===== src/hdl/lmre_pkg.sv =====
// Package: shared types and constants of the linear model row evaluator.
package lmre_pkg;

    // Field widths fixed by the item format.
    localparam int IDX_W  = 8;
    localparam int DATA_W = 32;
    localparam int SUM_W  = 64;

    // Item action codes.
    localparam logic ACT_LOAD  = 1'b0;
    localparam logic ACT_BASIS = 1'b1;

    // Output mode codes.
    localparam logic MODE_SHAPE  = 1'b0;
    localparam logic MODE_COLOUR = 1'b1;

    // Limits of the 32-bit result.
    localparam logic signed [DATA_W-1:0] RES_MAX = 32'sh7fff_ffff;
    localparam logic signed [DATA_W-1:0] RES_MIN = 32'sh8000_0000;

    // Limits of the 64-bit accumulator.
    localparam logic signed [SUM_W-1:0] SUM_MAX = 64'sh7fff_ffff_ffff_ffff;
    localparam logic signed [SUM_W-1:0] SUM_MIN = 64'sh8000_0000_0000_0000;

    // One result item.
    typedef struct packed {
        logic signed [DATA_W-1:0] row_value;
        logic                     saturated;
    } t_out_item;

endpackage


===== src/hdl/lmre_skid.sv =====
// Output register with a one-item skid stage for the result channel.
module lmre_skid (
    input  logic                i_clk,
    input  logic                i_rst_n,
    input  logic                i_valid,
    input  lmre_pkg::t_out_item i_item,
    output logic                o_ready,
    output logic                o_valid,
    output lmre_pkg::t_out_item o_item,
    input  logic                i_ready
);

    logic                r_out_valid;
    logic                r_skid_valid;
    lmre_pkg::t_out_item r_out_item;
    lmre_pkg::t_out_item r_skid_item;
    logic                w_out_free;

    // The output register may load when it is empty or being taken.
    assign w_out_free = !r_out_valid || i_ready;
    assign o_ready    = !r_skid_valid;

    // Control: the skid stage fills only when the output register is stalled.
    always_ff @(posedge i_clk) begin
        if (!i_rst_n) begin
            r_out_valid  <= 1'b0;
            r_skid_valid <= 1'b0;
        end else if (w_out_free) begin
            if (r_skid_valid) begin
                r_out_valid  <= 1'b1;
                r_skid_valid <= 1'b0;
            end else begin
                r_out_valid  <= i_valid;
            end
        end else if (i_valid && !r_skid_valid) begin
            r_skid_valid <= 1'b1;
        end
    end

    // Payload follows the same moves as the control.
    always_ff @(posedge i_clk) begin
        if (w_out_free) begin
            if (r_skid_valid) begin
                r_out_item <= r_skid_item;
            end else if (i_valid) begin
                r_out_item <= i_item;
            end
        end else if (i_valid && !r_skid_valid) begin
            r_skid_item <= i_item;
        end
    end

    assign o_valid = r_out_valid;
    assign o_item  = r_out_item;

endmodule


===== config.mk =====
export PLATFORM = sky130hd
export DESIGN_NAME = lmre_skid
export DESIGN_NICKNAME = d
export VERILOG_FILES = /design/src/hdl/lmre_pkg.sv /design/src/hdl/lmre_skid.sv
export SDC_FILE = /design/constraint.sdc
export NUM_CORES = 1
export LEC_CHECK = 0
export BUFFER_PORTS_ARGS = -buffer_cell sky130_fd_sc_hd__buf_4
export CORE_UTILIZATION = 30
export DETAILED_ROUTE_END_ITERATION = 16
export MAX_ROUTING_LAYER = met4
export REMOVE_ABC_BUFFERS = 1
export SKIP_CTS_REPAIR_TIMING = 1
export SLEW_MARGIN = 20
export SYNTH_ARGS = -nofsm -noshare
export SYNTH_HDL_FRONTEND = slang
export SYNTH_SLANG_ARGS = --single-unit

===== constraint.sdc =====
create_clock -name i_clk -period 5.7 [get_ports i_clk]
set_input_delay 0.57 -clock i_clk [delete_from_list [all_inputs] [get_ports i_clk]]
set_output_delay 0.57 -clock i_clk [all_outputs]
set_load 0.005 [all_outputs]

==> flow_summary.json <==
{
  "fin_setup_tns_ns": 0,
  "wire_per_inst_um": 14.4,
  "max_freq_ghz": 0.505,
  "p_leak_nw": 1.32,
  "place_hpwl_mm": 2.83,
  "syn_area_um2": 2610,
  "syn_to_final_growth_pct": 31.2,
  "worst-path-buf-inv": 3,
  "h-tree-depth": 3,
  "cp_top_family": "buffers and inverters",
  "wl_mm": 4.34,
  "switching_share_pct": 20.5,
  "grt_pass1_wl_mm": 6.29,
  "cts_root_buffer": "clkbuf_8",
  "async_flop_share_pct": 0,
  "hold_viol_final": 0,
  "seqPwrFrac_pct": 55.7,
  "io_pins": 72,
  "p_switching_mw": 0.214,
  "critPathLaunchType": "flop",
  "core_um2": 8340,
  "drc": 0,
  "drive_above_1_share_pct": 62.9,
  "max_stage_delay_ns": 0.50,
  "path_common_cell": "buf_4",
  "power.internal_mw": 0.831,
  "rsz0062_at_grt": "false",
  "seq_area_frac_synth_pct": 77.4,
  "diodes": 0,
  "worstPathArrival_ns": 1.41,
  "drt-initial-drc-count": 26,
  "setup_viol": 0,
  "dieArea_um2": 9090,
  "combPwrFrac_pct": 8.2,
  "die_x_um": 95.3,
  "worstSkewPairLatency_ns": 0.33,
  "num_rows": 33,
  "grt.total_usage_pct": 10.1,
  "io_buffers": 71,
  "place_congestion": 0.654,
  "drt_pass1_iterations": 4,
  "clockBufferDepth": 2,
  "skew_ns": 0.0108,
  "gr-total-overflow": 0,
  "yosysTopAreaCell": "edfxtp_1",
  "cts_buffers": 9,
  "drv_slew": 0,
  "synthTopCellsByCount": "edfxtp_1 (66), mux2_4 (28), mux2_2 (5)",
  "cts_tree": "done",
  "path_clk_slew_ns": 0.08,
  "cts.sinks": 68,
  "power_density_nw_per_um2": 305,
  "worstMarginPinSlew_ns": 0.932,
  "drt.antenna.violating_nets": 0,
  "finalCritPeriodShare_pct": 34.8,
  "vdd_drop_max_uv": 96.1,
  "synth_edf_count": 66,
  "via_count": 1268,
  "start_util_pct": 31.3,
  "avgSynthCellArea_um2": 23.3,
  "fp.dieH_um": 95.3,
  "hold_class": "in -> reg",
  "ys_warn_count": 0,
  "yosysMostFrequentCell": "edfxtp_1",
  "end_kind": "output port",
  "status": "finished clean",
  "required_ns": 5.13,
  "yosys_most_used_dff": "edfxtp_1",
  "layout_min_cycle_time_ns": 1.98,
  "cp_cell_sequence": "buf_4 -> inv_1 -> buf_4",
  "synth-seq-cells": 68,
  "critPathSlowestCell": "buf_4",
  "slew_headroom_pct": 37.7,
  "cap_viol_max_count": 0,
  "finalNetCount": 229,
  "grt_max_degree": 36,
  "power_mw": 1.05,
  "worstSetupPathType": "reg -> out",
  "synth_top_area_share_pct": 75.9,
  "yosysUniqueCellTypes": 12,
  "ys_top_cells_by_area": "edfxtp_1 (76%), mux2_4 (16%), buf_12 (2.3%)",
  "antenna_found_initial": 0,
  "grt_pass1_vias": 1187,
  "critPathMaxFanout": 35,
  "via_per_inst": 4.20,
  "syn_inst": 112,
  "power.share.clock_pct": 36.1,
  "fin_util_pct": 41.1
}
## stage by stage
step / instances / worst slack [ns] / hold WS (ns) / area [µm²]
4_1_cts: 302 / 3.67 / 0.400 / 3430
3_3_place_gp: 286 / 3.67 / 0.529 / 3230
6_report: 302 / 3.72 / 0.420 / 3430
2_1_floorplan: 108 / 1.67 / 0.508 / 2540
5_1_grt: 302 / 3.61 / 0.398 / 3430
3_5_place_dp: 286 / 3.63 / 0.534 / 3230
## final timing paths
check,start,end,cells after the start,slack [ns]
max,r_skid_valid,o_ready,3,3.72
min,i_item[18],r_skid_item[18],1,0.42
max reg2reg,r_skid_valid,r_skid_item[31],3,4.04
min reg2reg,r_skid_item[15],o_item[15],1,0.55
## cell type report
class,instances,area (µm²)
clock buffer,10,128
fill,766,4910
inverter,1,3.75
sequential,68,2020
clock inverter,6,65.1
tap,105,131
timing repair buffer,73,548
multi-input combinational,39,528
## cells by family (layout without fill, tap and decap cells)
group / Yosys count / count (layout) / share of synthesized area (%)
muxes: 33 / 33 / 18.2
AOI/OAI and AO/OA: 1 / 1 / 0.287
buffers and inverters: 5 / 90 / 2.87
DFF: 68 / 68 / 77.4
and+or+nand+nor: 5 / 5 / 1.20
## metal layers
metal | share of wire (%) | routed length, µm | GRT usage (%)
met1 | 48 | 2090 | 13.7
met2 | 43 | 1860 | 13.1
met3 | 6.9 | 298 | 2.55
met4 | 1.9 | 83 | 6.44
met5 | 0 | 0 | -
## state kept, by name (all words and copies together), names as in the netlist
signal	flops
o_item	33
r_skid_item	33
r_skid_valid	1
o_valid	1
## cells in the final DEF (no fill, tap or decap)
cell and instances:
clkbuf_1 1, mux2_4 28, nor2b_4 1, dfxtp_2 1
clkbuf_8 9, nor3b_1 1, dfxtp_1 1, inv_1 1
clkinvlp_4 1, buf_4 73, bufinv_16 1, nor3b_2 1
mux2_2 5, a21boi_0 1, edfxtp_1 66, clkinv_4 2
nand2b_1 1, clkinv_2 2, nor2_1 1
## power by group through the flow
stage | sequential, mW | combinational (mW) | clock, mW
floorplan | 0.597 | 0.0293 | 0
global placement | 0.594 | 0.0856 | 0
detailed placement | 0.593 | 0.0876 | 0
CTS | 0.583 | 0.0877 | 0.395
global route | 0.584 | 0.0931 | 0.410
finish | 0.582 | 0.0855 | 0.378
Power figures use the tool's default switching activity.
